`src/fdx_pkg.sv`:
```
// fdx_pkg: shared types and constants for the frame deframer with xor check
// no dependencies
`default_nettype none

package fdx_pkg;

    localparam int unsigned MAX_PAYLOAD = 1024;

    typedef enum logic [2:0] {
        PH_HUNT  = 3'd0,
        PH_TYPE  = 3'd1,
        PH_LENHI = 3'd2,
        PH_LENLO = 3'd3,
        PH_DATA  = 3'd4,
        PH_CHECK = 3'd5
    } t_phase;

    typedef enum logic [1:0] {
        KIND_DATA = 2'd0,
        KIND_GOOD = 2'd1,
        KIND_BAD  = 2'd2
    } t_kind;

    typedef enum logic [1:0] {
        REG_START_BYTE     = 2'd0,
        REG_HEARTBEAT_TYPE = 2'd1,
        REG_MAX_LEN        = 2'd2
    } t_reg_idx;

    typedef struct packed {
        logic [7:0]  start_byte;
        logic [7:0]  heartbeat_type;
        logic [10:0] max_len;
    } t_cfg;

    typedef struct packed {
        t_kind       kind;
        logic [7:0]  msg_type;
        logic [7:0]  data_byte;
        logic [10:0] payload_len;
    } t_result;

endpackage

`default_nettype wire

```
`src/fdx_parser.sv`:
```
// fdx_parser: frame state machine, one received word per accepted cycle
// depends on fdx_pkg
`default_nettype none

module fdx_parser (
    input  wire logic             i_clk,
    input  wire logic             i_rst_n,
    input  wire logic             i_accept,
    input  wire logic [7:0]       i_byte,
    input  wire fdx_pkg::t_cfg    i_cfg,
    output logic                  o_res_valid,
    output fdx_pkg::t_result      o_res
);
    import fdx_pkg::*;

    t_phase      r_phase, n_phase;
    logic [7:0]  r_frame_type, n_frame_type;
    logic [15:0] r_frame_len, n_frame_len;
    logic [10:0] r_bytes_left, n_bytes_left;
    logic [7:0]  r_xor, n_xor;
    logic        r_is_hb, n_is_hb;

    logic [15:0] len_full;
    logic        len_too_long;
    logic [10:0] left_dec;

    assign len_full     = {r_frame_len[15:8], i_byte};
    assign len_too_long = (len_full > {5'd0, i_cfg.max_len})
                       || (len_full > 16'(MAX_PAYLOAD));
    assign left_dec     = r_bytes_left - 11'd1;

    // next state
    always_comb begin
        unique case (r_phase)
            PH_TYPE:  n_phase = PH_LENHI;
            PH_LENHI: n_phase = PH_LENLO;
            PH_LENLO: begin
                if (len_too_long) begin
                    n_phase = PH_HUNT;
                end else if (len_full == 16'd0) begin
                    n_phase = PH_CHECK;
                end else begin
                    n_phase = PH_DATA;
                end
            end
            PH_DATA:  n_phase = (left_dec == 11'd0) ? PH_CHECK : PH_DATA;
            PH_CHECK: n_phase = PH_HUNT;
            default:  n_phase = (i_byte == i_cfg.start_byte) ? PH_TYPE : PH_HUNT;
        endcase
    end

    // datapath and outputs
    always_comb begin
        n_frame_type = r_frame_type;
        n_frame_len  = r_frame_len;
        n_bytes_left = r_bytes_left;
        n_xor        = r_xor;
        n_is_hb      = r_is_hb;
        o_res_valid  = 1'b0;
        o_res.kind        = KIND_DATA;
        o_res.msg_type    = r_frame_type;
        o_res.data_byte   = 8'd0;
        o_res.payload_len = r_frame_len[10:0];
        unique case (r_phase)
            PH_TYPE: begin
                n_frame_type = i_byte;
                n_is_hb      = (i_byte == i_cfg.heartbeat_type);
                n_xor        = r_xor ^ i_byte;
            end
            PH_LENHI: begin
                n_frame_len = {i_byte, 8'd0};
                n_xor       = r_xor ^ i_byte;
            end
            PH_LENLO: begin
                n_frame_len = len_full;
                n_xor       = r_xor ^ i_byte;
                if (!len_too_long) begin
                    n_bytes_left = len_full[10:0];
                end
            end
            PH_DATA: begin
                n_xor        = r_xor ^ i_byte;
                n_bytes_left = left_dec;
                o_res_valid  = !r_is_hb;
                o_res.data_byte = i_byte;
            end
            PH_CHECK: begin
                o_res_valid = !r_is_hb;
                o_res.kind  = (i_byte == r_xor) ? KIND_GOOD : KIND_BAD;
            end
            default: begin
                if (i_byte == i_cfg.start_byte) begin
                    n_xor = i_byte;
                end
            end
        endcase
    end

    always_ff @(posedge i_clk) begin
        if (!i_rst_n) begin
            r_phase      <= PH_HUNT;
            r_frame_type <= '0;
            r_frame_len  <= '0;
            r_bytes_left <= '0;
            r_xor        <= '0;
            r_is_hb      <= 1'b0;
        end else if (i_accept) begin
            r_phase      <= n_phase;
            r_frame_type <= n_frame_type;
            r_frame_len  <= n_frame_len;
            r_bytes_left <= n_bytes_left;
            r_xor        <= n_xor;
            r_is_hb      <= n_is_hb;
        end
    end

endmodule

`default_nettype wire

```
`src/fdx_out_stage.sv`:
```
// fdx_out_stage: result register on the master side of the stream
// depends on fdx_pkg
`default_nettype none

module fdx_out_stage (
    input  wire logic             i_clk,
    input  wire logic             i_rst_n,
    input  wire logic             i_load,
    input  wire fdx_pkg::t_result i_res,
    input  wire logic             i_ready,
    output logic                  o_space,
    output logic                  o_valid,
    output fdx_pkg::t_result      o_res
);
    import fdx_pkg::*;

    logic    r_valid;
    t_result r_res;

    assign o_space = !r_valid || i_ready;
    assign o_valid = r_valid;
    assign o_res   = r_res;

    always_ff @(posedge i_clk) begin
        if (!i_rst_n) begin
            r_valid <= 1'b0;
        end else if (i_load) begin
            r_valid <= 1'b1;
        end else if (i_ready) begin
            r_valid <= 1'b0;
        end
    end

    always_ff @(posedge i_clk) begin
        if (i_load) begin
            r_res <= i_res;
        end
    end

endmodule

`default_nettype wire

```
`src/frame_deframer_xor_check_core.sv`:
```
// frame_deframer_xor_check_core: top level of the length-prefixed frame deframer
// depends on fdx_pkg, fdx_parser, fdx_out_stage
//
// usage:
//   slave stream takes one received byte per word (i_s_tdata[7:0])
//   frames: start byte, type, 16-bit big-endian length, payload, xor check byte
//   master stream gives one word per payload byte (tuser = data kind) and one
//   end word per frame (tuser = good or checksum error); heartbeat frames and
//   overlong frames give no words, non-start bytes while hunting are dropped
//   output: a result word is registered and appears in the cycle after the byte that causes it
//   throughput: one byte per cycle while o_s_tready is high, set by the single frame state register
//   stall: the result register holds its word while i_m_tready is low; the
//   slave side keeps taking bytes while that register is empty or draining
//   reset: synchronous active-low, back to hunting, registers to start byte 0,
//   heartbeat type 0, max length 1024; output valid cleared
//   config: i_cfg_wr_en writes i_cfg_data into register i_cfg_index (0 start byte, 1 heartbeat
//   type, 2 max length); the user must write only while idle; the block does not enforce it
`default_nettype none

module frame_deframer_xor_check_core (
    input  wire logic        i_clk,
    input  wire logic        i_rst_n,
    input  wire logic        i_s_tvalid,
    output logic             o_s_tready,
    input  wire logic [7:0]  i_s_tdata,   // [7:0] rx_byte
    output logic             o_m_tvalid,
    input  wire logic        i_m_tready,
    output logic [31:0]      o_m_tdata,   // [7:0] msg_type, [15:8] data_byte, [26:16] payload_len
    output logic [1:0]       o_m_tuser,   // [1:0] kind
    input  wire logic        i_cfg_wr_en,
    input  wire logic [1:0]  i_cfg_index,
    input  wire logic [10:0] i_cfg_data
);
    import fdx_pkg::*;

    t_cfg    r_cfg;
    t_result res;
    t_result out_res;
    logic    res_valid;
    logic    space;
    logic    accept;

    always_ff @(posedge i_clk) begin
        if (!i_rst_n) begin
            r_cfg.start_byte     <= 8'd0;
            r_cfg.heartbeat_type <= 8'd0;
            r_cfg.max_len        <= 11'(MAX_PAYLOAD);
        end else if (i_cfg_wr_en) begin
            unique case (i_cfg_index)
                REG_START_BYTE:     r_cfg.start_byte     <= i_cfg_data[7:0];
                REG_HEARTBEAT_TYPE: r_cfg.heartbeat_type <= i_cfg_data[7:0];
                REG_MAX_LEN:        r_cfg.max_len        <= i_cfg_data;
                default: ;
            endcase
        end
    end

    assign o_s_tready = space;
    assign accept     = i_s_tvalid && space;

    fdx_parser u_parser (
        .i_clk       (i_clk),
        .i_rst_n     (i_rst_n),
        .i_accept    (accept),
        .i_byte      (i_s_tdata),
        .i_cfg       (r_cfg),
        .o_res_valid (res_valid),
        .o_res       (res)
    );

    fdx_out_stage u_out (
        .i_clk   (i_clk),
        .i_rst_n (i_rst_n),
        .i_load  (accept && res_valid),
        .i_res   (res),
        .i_ready (i_m_tready),
        .o_space (space),
        .o_valid (o_m_tvalid),
        .o_res   (out_res)
    );

    assign o_m_tdata = {5'd0, out_res.payload_len, out_res.data_byte, out_res.msg_type};
    assign o_m_tuser = out_res.kind;

`ifndef NO_ASSERTIONS
    a_reset_clears_valid: assert property (@(posedge i_clk)
        !i_rst_n |=> !o_m_tvalid)
        else $error("output valid not cleared by reset");

    a_end_word_no_data: assert property (@(posedge i_clk) disable iff (!i_rst_n)
        (o_m_tvalid && o_m_tuser != KIND_DATA) |-> (o_m_tdata[15:8] == 8'd0))
        else $error("end word carries a data byte");

    a_len_in_range: assert property (@(posedge i_clk) disable iff (!i_rst_n)
        o_m_tvalid |-> (o_m_tdata[26:16] <= 11'(MAX_PAYLOAD)))
        else $error("payload length above limit on output");
`endif

endmodule

`default_nettype wire
```
`config.mk`:
```
export PLATFORM = sky130hd
export DESIGN_NAME = frame_deframer_xor_check_core
export DESIGN_NICKNAME = d
export VERILOG_FILES = /design/src/fdx_pkg.sv /design/src/fdx_parser.sv /design/src/fdx_out_stage.sv /design/src/frame_deframer_xor_check_core.sv
export SDC_FILE = /design/constraint.sdc
export NUM_CORES = 1
export LEC_CHECK = 0
export ABC_AREA = 1
export ABC_CLOCK_PERIOD_IN_PS = 6300
export BUFFER_PORTS_ARGS = -buffer_cell sky130_fd_sc_hd__buf_2
export CORE_ASPECT_RATIO = 1.2
export CORE_MARGIN = 3
export CORE_UTILIZATION = 62
export CTS_CLUSTER_DIAMETER = 100
export DETAILED_ROUTE_END_ITERATION = 6
export PLACE_DENSITY_LB_ADDON = 0.12
export RECOVER_POWER = 25
export SLEW_MARGIN = 20
export SYNTH_ARGS = -nofsm -noshare
export SYNTH_HDL_FRONTEND = slang
export SYNTH_SLANG_ARGS = --single-unit
```
`constraint.sdc`:
```
create_clock -name i_clk -period 6.3 [get_ports i_clk]
set_input_delay 1.575 -clock i_clk [delete_from_list [all_inputs] [get_ports i_clk]]
set_output_delay 1.575 -clock i_clk [all_outputs]
set_load 0.1 [all_outputs]
```
==> metrics.txt, run 1 <==
status completed; I/O pins 62; port bufs 56; Cell Chain, Critical Path buf_2, nor2_1, inv_1, buf_2; Max Fanout on Critical Path 2; final antenna-violating net count 0; Synth-to-Final Area Change 8.79%; DRT iter0 DRCs 273; final setup vio count 0; share of the synthesized area in the top cell type 30.7%; row cnt 34; Async SR Flop Fraction 0%; worst skew pair latency 0.38 ns; initial antenna violation count 0; Worst-path clk slew 0.12 ns; CTS Buffer Depth 2; clk_skew 0.0263 ns; CTS tree built; Max-slew headroom 36.1%; top post-synthesis cells by area dfxtp_1, edfxtp_1, nand2_1; Antenna Cells 0; Max-cap violations 0; final WL 10,700 um; drt wl/cell 14.7 um; Placed Instance Area 5130 um^2; Synth Instances 596; CP max stage cell buf_2; initial core utilization 65.6%; P_leak 2.13 nW; CTS sink count 104; routability cong. 0.902; Detailed Place HPWL 7540 um; minimum clock period 3.75 ns; power per cell area 227 nW/um^2; #FFs+latches synth 104; mapped cell area 4880 um^2; first-pass GRT wire length 18,000 um; largest net degree at the start of global routing 49; WS Path Type in2out; Die W 87.0 um; Crit path max-delay family buffers and inverters; cts-stage hold buffer count 0; CP most frequent cell buf_2; gr ovfl total 0; Clock Root Buffer clkbuf_8; DRC viols 0; Hold Path Class reg2reg; Worst Path Required 4.72 ns; VDD IR max 0.000150 V; slew at the pin closest to its max-slew limit 0.955 ns; Critical Path AT 2.18 ns; Fmax achieved 267 MHz; vias per cell 5.62; Die Footprint 8980 um^2; CP Capture Type output port; Num CTS Buffers 9; number of global-route vias before repair 3,956; Die H 103 um; Design Area, Final 5310 um^2; Setup TNS Final 0 ns; final hold vios 0; sequential-to-total area share from yosys stat 48.6%; layout cells sized above 1 13.0%; Filler cells 604; commonest non-fill, non-tap cell in the layout nand2_1; synth unique cells 37; Tcrit/Tclk final 59.5%; fin nets 676; EDFF count, synth 29; CP max stage delay 0.42 ns; synth warn 0; total power 1.21 mW; total core area 7440 um^2; RSZ-0062 raised after global routing no; most frequent cells in the layout nand2_1, nor2_1, dfxtp_1; Slew Limit Fails 0; Setup Buffers After CTS 0; Pre-antenna DRT Iters 5; routed via count 4,099; ys flop type dfxtp_1; area leader, netlist dfxtp_1; post-cts sizing count 0; CP startpoint kind primary input; overall routing resource usage 25.2%; Syn Area/Cell 8.19 um^2; CTS H-tree lvls 3; CP bufs+invs 3
## path summary, 6_finish.rpt
| check | start | endpoint | slack (ns) | depth (start not counted) |
|---|---|---|---|---|
| worst min-delay path | u_parser.r_frame_type[0] | u_out.o_res[19] | 0.42 | 0 |
| worst max-delay path | i_m_tready | o_s_tready | 2.55 | 4 |
| worst max register to register | u_out.o_valid | u_out.o_res[26] | 3.73 | 8 |
| worst min register to register | u_parser.r_frame_type[0] | u_out.o_res[19] | 0.42 | 0 |
## synthesized netlist by cell type, types with 5 or more instances
library cell   n
buf_4          6
edfxtp_1      29
o21ai_0       63
nand2_1       97
nor3_1         8
nand3_1       22
nor2_1        80
buf_2         13
ha_1          15
inv_2          6
dfxtp_1       75
a21oi_1       52
xor2_1        10
a211oi_1       5
inv_1         47
xnor2_1       16
nand4_1       14
clkbuf_1      10
## registers in the layout (all words and copies together) (netlist names)
name / flops
u_parser.r_frame_len: 16
u_parser.r_frame_type: 8
u_parser.r_bytes_left: 11
u_out.o_valid: 1
u_parser.r_is_hb: 1
u_out.o_res: 29
u_parser.r_xor: 8
u_parser.r_phase: 3
r_cfg: 27
## cell families after synthesis
family | count (synthesis) | share of synthesized area [%]
simple gates | 236 | 21.4
compound gates | 128 | 13.9
flops | 104 | 48.6
buf+inv | 86 | 7.58
xor+xnor | 26 | 4.66
fa+ha+maj | 15 | 3.84
other cells | 1 | 0.0768
## routing by layer
metal | share of wire [%] | global-route usage (%)
met2 | 51 | 45.2
met4 | 2.6 | 8.63
met5 | 0 | 0
met1 | 42 | 30.8
met3 | 4.6 | 3.88
## through the flow
step	utilization [%]	hold WS, ns	cells	setup slack (ns)
after floorplan	-	0.403	600	1.81
final	71.4	0.419	730	2.55
after detailed placement	68.9	0.412	714	2.41
after global routing	71.4	0.439	730	2.41
after CTS	71.5	0.427	730	2.55
after global placement	68.9	0.408	714	2.55
## where the power goes
group | total, mW | internal (mW) | switching, mW
combinational | 0.0980 | 0.0288 | 0.0692
clock | 0.410 | 0.156 | 0.254
sequential | 0.697 | 0.692 | 0.00497
total | 1.21 | 0.877 | 0.329
## layout make-up
| type | instances | area [um^2] | area share, % |
|---|---|---|---|
| Clock buffer | 9 | 124 | 2.33 |
| Inverter | 53 | 199 | 3.74 |
| Sequential cell | 104 | 2370 | 44.7 |
| Timing Repair Buffer | 57 | 277 | 5.20 |
| Tap cell | 90 | 113 | 2.12 |
| Multi-Input combinational cell | 410 | 2160 | 40.6 |
| Clock inverter | 7 | 72.6 | 1.37 |
Note: power is estimated with default switching activity, not from simulation.
==> run 2, diff against run 1 <==
--- a/config.mk
+++ b/config.mk
@@ -6,11 +6,11 @@
 export NUM_CORES = 1
 export LEC_CHECK = 0
 export ABC_AREA = 1
-export ABC_CLOCK_PERIOD_IN_PS = 6300
+export ABC_CLOCK_PERIOD_IN_PS = 3100
 export BUFFER_PORTS_ARGS = -buffer_cell sky130_fd_sc_hd__buf_2
 export CORE_ASPECT_RATIO = 1.2
 export CORE_MARGIN = 3
-export CORE_UTILIZATION = 62
+export CORE_UTILIZATION = 52
 export CTS_CLUSTER_DIAMETER = 100
 export DETAILED_ROUTE_END_ITERATION = 6
 export PLACE_DENSITY_LB_ADDON = 0.12
==> constraint.sdc (replaced) <==
create_clock -name i_clk -period 3.1 [get_ports i_clk]
set_input_delay 0.775 -clock i_clk [delete_from_list [all_inputs] [get_ports i_clk]]
set_output_delay 0.775 -clock i_clk [all_outputs]
set_load 0.1 [all_outputs]
==> metrics.txt, run 2 (same netlist as run 1, synthesis figures left out) <==
number of global-route vias before repair 3,739 (-5.5%); most frequent cells in the layout nand2_1, nor2_1, dfxtp_1; CP startpoint kind primary input; fin nets 683 (+1.0%); CTS sink count 104 (unchanged); Placed Instance Area 5240 um^2 (+2.1%); Die W 94.5 um (+8.6%); post-cts sizing count 0 (unchanged); Slew Limit Fails 0 (unchanged); Pre-antenna DRT Iters 5 (unchanged); CP max stage delay 0.86 ns (+0.44 ns); CTS tree built; final WL 11,100 um (+3.3%); I/O pins 62 (unchanged); Cell Chain, Critical Path clkbuf_1, clkbuf_1, o21ai_0, a31oi_1; Detailed Place HPWL 8010 um (+6.2%); first-pass GRT wire length 18,300 um (+1.8%); CTS H-tree lvls 3 (unchanged); Critical Path AT 2.62 ns (+0.44 ns); total core area 9080 um^2 (+22%); Int Pwr 1.79 mW (+100%); status completed; P_leak 2.18 nW (+2.2%); row cnt 38 (+12%); cts-stage hold buffer count 0 (unchanged); Comb power frac 8.3% (+0.2 points); clock share of power 33.9% (about the same); worst skew pair latency 0.38 ns (about the same); final setup vio count 0 (unchanged); drt wl/cell 14.4 um (-1.7%); port bufs 56 (unchanged); Switch Pwr 0.664 mW (+100%); vias per cell 5.31 (-5.4%); clk_skew 0.0119 ns (-0.0143 ns); layout cells sized above 1 15.0% (+2.0 points); Max-cap violations 0 (unchanged); routability cong. 0.955 (+5.8%); Die H 112 um (+8.7%); final antenna-violating net count 0 (unchanged); initial core utilization 53.8% (-12 points); power per cell area 452 nW/um^2 (+99%); switching share of power 27.1% (-0.19 points); Fmax achieved 432 MHz; max reg flops 29 (unchanged); final hold vios 0 (unchanged); Max-slew headroom 28.3% (-7.9 points); Hold Path Class reg2reg; CTS Buffer Depth 2 (unchanged); worst r2r src u_parser.r_phase[2]; Antenna Cells 0 (unchanged); Die Footprint 10,600 um^2 (+18%); slew at the pin closest to its max-slew limit 1.08 ns (+0.121 ns); Filler cells 878 (+45%); sequential share of power 57.8% (about the same); gr ovfl total 0 (unchanged); Num CTS Buffers 9 (unchanged); CP max stage cell clkbuf_1; VDD IR max 0.000332 V (+120%); area of the multi-input gates 2160 um^2 (+0.35%); Design Area, Final 5420 um^2 (+2.1%); CP Capture Type flop; Worst Setup SP i_rst_n; Setup Buffers After CTS 0 (unchanged); Max Fanout on Critical Path 31 (+29); routed via count 4,074 (-0.61%); hold path start u_parser.r_frame_len[1]; Tcrit/Tclk final 74.6%; commonest non-fill, non-tap cell in the layout nand2_1; Worst-path clk slew 0.10 ns (-0.02 ns); flip-flop and latch area 2370 um^2 (unchanged); Setup TNS Final 0 ns (unchanged); CP most frequent cell clkbuf_1; overall routing resource usage 22.0% (-3.2 points); largest net degree at the start of global routing 32 (-35%); Clock Root Buffer clkbuf_8; Synth-to-Final Area Change 11.0%; DRT iter0 DRCs 240 (-12%); WS Path Type in2reg; minimum clock period 2.31 ns; Worst Path Required 3.41 ns (-1.31 ns); DRC viols 0 (unchanged); initial antenna violation count 0 (unchanged); RSZ-0062 raised after global routing no
run 2: path summary, 6_finish.rpt:
check | end | slack [ns] | cells past startpoint
worst max-delay path | u_parser.r_xor[4] | 0.79 | 4
worst min-delay path | u_out.o_res[1] | 0.44 | 0
worst min register to register | u_out.o_res[1] | 0.44 | 0
worst max register to register | u_parser.r_bytes_left[5] | 0.89 | 7
run 2: metrics by stage:
| stage | power [mW] | utilization (%) | std cells | hold WS, ns | worst slack (ns) |
|---|---|---|---|---|---|
| floorplan | 1.60 | - | 600 | 0.403 | 0.185 |
| global placement | 1.65 | 57.7 | 751 | 0.414 | 0.500 |
| detailed placement | 1.65 | 57.7 | 751 | 0.415 | 0.420 |
| CTS | 2.47 | 59.8 | 767 | 0.441 | 0.811 |
| global route | 2.56 | 59.7 | 767 | 0.457 | 0.534 |
| finish | 2.45 | 59.7 | 767 | 0.439 | 0.786 |
run 2: final cells by class:
cell class | instances | area share (%)
well taps | 120 | 2.77
clock buffers | 9 | 2.28
flip-flops and latches | 104 | 43.7
clock inverters | 7 | 1.29
inverters | 53 | 3.67
multi-input cells | 410 | 39.9
repair buffers | 64 | 6.35
run 2: power groups by stage:
stage               registers, mW  clock network [mW]  logic, mW
finish                       1.42               0.830      0.204
global route                 1.42               0.909      0.229
CTS                          1.42               0.846      0.206
detailed placement           1.45                   0      0.204
global placement             1.45                   0      0.201
floorplan                    1.45                   0      0.154
run 2: routing by layer:
metal / vias up / track usage, % / routed length, um
li1: 2056 / - / -
met1: 1876 / 29.1 / 4840
met2: 115 / 35.7 / 5310
met3: 27 / 2.48 / 535
met4: 0 / 11.2 / 369
met5: - / 0 / 0
run 2: critical path, delay by kind of cell:
kind / cells / cell delay, ns
buffers and inverters: 2 / 1.39
AOI/OAI and AO/OA: 2 / 0.44
==> run 3, diff against run 2 <==
--- a/config.mk
+++ b/config.mk
@@ -6,7 +6,7 @@
 export NUM_CORES = 1
 export LEC_CHECK = 0
 export ABC_AREA = 1
-export ABC_CLOCK_PERIOD_IN_PS = 3100
+export ABC_CLOCK_PERIOD_IN_PS = 2029
 export BUFFER_PORTS_ARGS = -buffer_cell sky130_fd_sc_hd__buf_2
 export CORE_ASPECT_RATIO = 1.2
 export CORE_MARGIN = 3
==> constraint.sdc (replaced) <==
create_clock -name i_clk -period 2.03 [get_ports i_clk]
set_input_delay 0.5075 -clock i_clk [delete_from_list [all_inputs] [get_ports i_clk]]
set_output_delay 0.5075 -clock i_clk [all_outputs]
set_load 0.1 [all_outputs]
==> metrics.txt, run 3 (same netlist as run 1, synthesis figures left out) <==
Fmax achieved 536 MHz; Slew Limit Fails 0 (unchanged); Num CTS Buffers 9 (unchanged); commonest non-fill, non-tap cell in the layout nand2_1; Synth-to-Final Area Change 15.4%; DRC viols 0 (unchanged); Die H 112 um (unchanged); clk_skew 0.0123 ns (+0.000321 ns); Max Fanout on Critical Path 12 (-61%); Pre-antenna DRT Iters 4 (-1); final antenna-violating net count 0 (unchanged); CTS sink count 104 (unchanged); drt wl/cell 14.3 um (-0.93%); Critical Path AT 2.17 ns (-0.45 ns); largest net degree at the start of global routing 31 (-3.1%); port bufs 56 (unchanged); P_leak 2.30 nW (+5.6%); Placed Instance Area 5440 um^2 (+3.8%); DRT iter0 DRCs 214 (-11%); WHS Path Cells 3 (+3); Worst-path clk slew 0.10 ns (about the same); gr ovfl total 0 (unchanged); total core area 9080 um^2 (unchanged); Max-cap violations 0 (unchanged); RR Endpoint u_parser.r_bytes_left[1]; WS Path Type reg2reg; Cell Count Post-Placement 773 (+2.9%); most frequent cells in the layout nand2_1, nor2_1, dfxtp_1; CP max stage delay 0.32 ns (-0.54 ns); status completed; Filler cells 860 (-2.1%); flip-flop and latch area 2380 um^2 (+0.16%); CP max stage cell dfxtp_1; number of global-route vias before repair 3,928 (+5.1%); Worst Path Required 2.34 ns (-1.07 ns); routability cong. 0.918 (-3.8%); Design Area, Final 5640 um^2 (+3.9%); Tcrit/Tclk final 91.8%; power per cell area 665 nW/um^2 (+47%); final WL 11,300 um (+1.9%); I/O pins 62 (unchanged); Cell Chain, Critical Path inv_1, ha_1, a21oi_2, o21ai_0, nor3_1, nand2_1, nand2_1, nand2_1, nand2_2, buf_6, nand3_1, a21oi_2; Final Util 62.1% (+2.3 points); routed via count 4,133 (+1.4%); CP Capture Type flop; CTS tree built; CP most frequent cell nand2_1; CTS Buffer Depth 2 (unchanged); final hold slack 0.391 ns (-0.0479 ns); reg-to-reg slack, setup 0.17 ns (-0.72 ns); Clock Root Buffer clkbuf_8; max reg flops 29 (unchanged); layout cells sized above 1 19.7% (+4.7 points); initial antenna violation count 0 (unchanged); final std cells w/o fill 789 (+2.9%); final setup vio count 0 (unchanged); Hold Path Class in2reg; minimum clock period 1.86 ns; final hold vios 0 (unchanged); overall routing resource usage 22.9% (+0.89 points); first-pass GRT wire length 18,900 um (+3.2%); vias per cell 5.24 (-1.4%); area of the multi-input gates 2210 um^2 (+2.0%); Hold Crit Endpoint r_cfg[23]; RSZ-0062 raised after global routing yes; hold path start i_cfg_data[4]; Detailed Place HPWL 8170 um (+2.0%); CTS H-tree lvls 3 (unchanged); VDD IR max 0.000428 V (+29%); total power 3.75 mW (+53%); row cnt 38 (unchanged); Die Footprint 10,600 um^2 (unchanged); Max-slew headroom 66.0% (+38 points); worst skew pair latency 0.38 ns (about the same); initial core utilization 53.8% (unchanged); CP startpoint kind flop; Antenna Cells 0 (unchanged); R2R depth 12 (+5); Die W 94.5 um (unchanged); fin nets 705 (+3.2%); worst r2r src r_cfg[9]; slew at the pin closest to its max-slew limit 0.509 ns (-0.568 ns)
## run 3: changes by cell type in the layout (fill, tap and decap cells not counted), sizes merged
cell / delta
inv: -1
buf: +23
clkinv: +1
clkbuf: -1
## run 3: critical path, delay by kind of cell (launching register included)
kind                       cells  cell delay, ns
buffers and inverters          2            0.20
and+or+nand+nor                6            0.61
AOI/OAI and AO/OA              3            0.33
DFF                            1            0.32
adders and majority gates      1            0.32
## run 3: final cells by class
| class | count | area share [%] |
|---|---|---|
| Clock inverter | 7 | 1.07 |
| Timing Repair Buffer | 86 | 9.13 |
| Multi-Input combinational cell | 410 | 39.1 |
| Sequential cell | 104 | 42.2 |
| Tap cell | 120 | 2.66 |
| Clock buffer | 9 | 2.20 |
| Inverter | 53 | 3.64 |
## run 3: what timing repair did
action | CTS | global route
resized for setup | 0 | 6
endpoints found under the setup margin | 0 | 15
hold buffers | 0 | 0
buffers inserted | 0 | 0
## run 3: layer usage
metal	vias up	wire (um)	GRT usage, %	part of all wire, %
met4	0	368	11.7	3.3
met1	1906	4910	29.5	44
li1	2100	-	-	-
met2	98	5560	37.6	49
met3	29	427	2.82	3.8
met5	-	0	0	0
## run 3: worst max path at each step
| stage | from | to | slack [ns] | cells past startpoint |
|---|---|---|---|---|
| after detailed placement | i_s_tdata[7] | u_parser.r_bytes_left[1] | -0.17 | 14 |
| after CTS | r_cfg[6] | u_parser.r_bytes_left[1] | 0.06 | 14 |
| after global routing | r_cfg[7] | u_parser.r_bytes_left[4] | -0.02 | 14 |
| after global placement | i_s_tdata[5] | u_parser.r_bytes_left[5] | -0.10 | 14 |
| after floorplan | u_out.o_valid | u_out.o_res[0] | -0.05 | 7 |
| final | r_cfg[9] | u_parser.r_bytes_left[1] | 0.17 | 12 |
## run 3: per-stage QoR
step / worst slack [ns] / TNS, ns
after global routing: -0.0186 / -0.0294
after detailed placement: -0.168 / -1.73
final: 0.166 / 0
after floorplan: -0.0544 / -1.65
after global placement: -0.103 / -1.12
after CTS: 0.0632 / 0
## run 3: where the power goes
group | internal, mW | leakage [nW] | switching (mW)
combinational | 0.119 | 1.35 | 0.227
sequential | 2.15 | 0.853 | 0.0149
clock | 0.472 | 0.0969 | 0.765
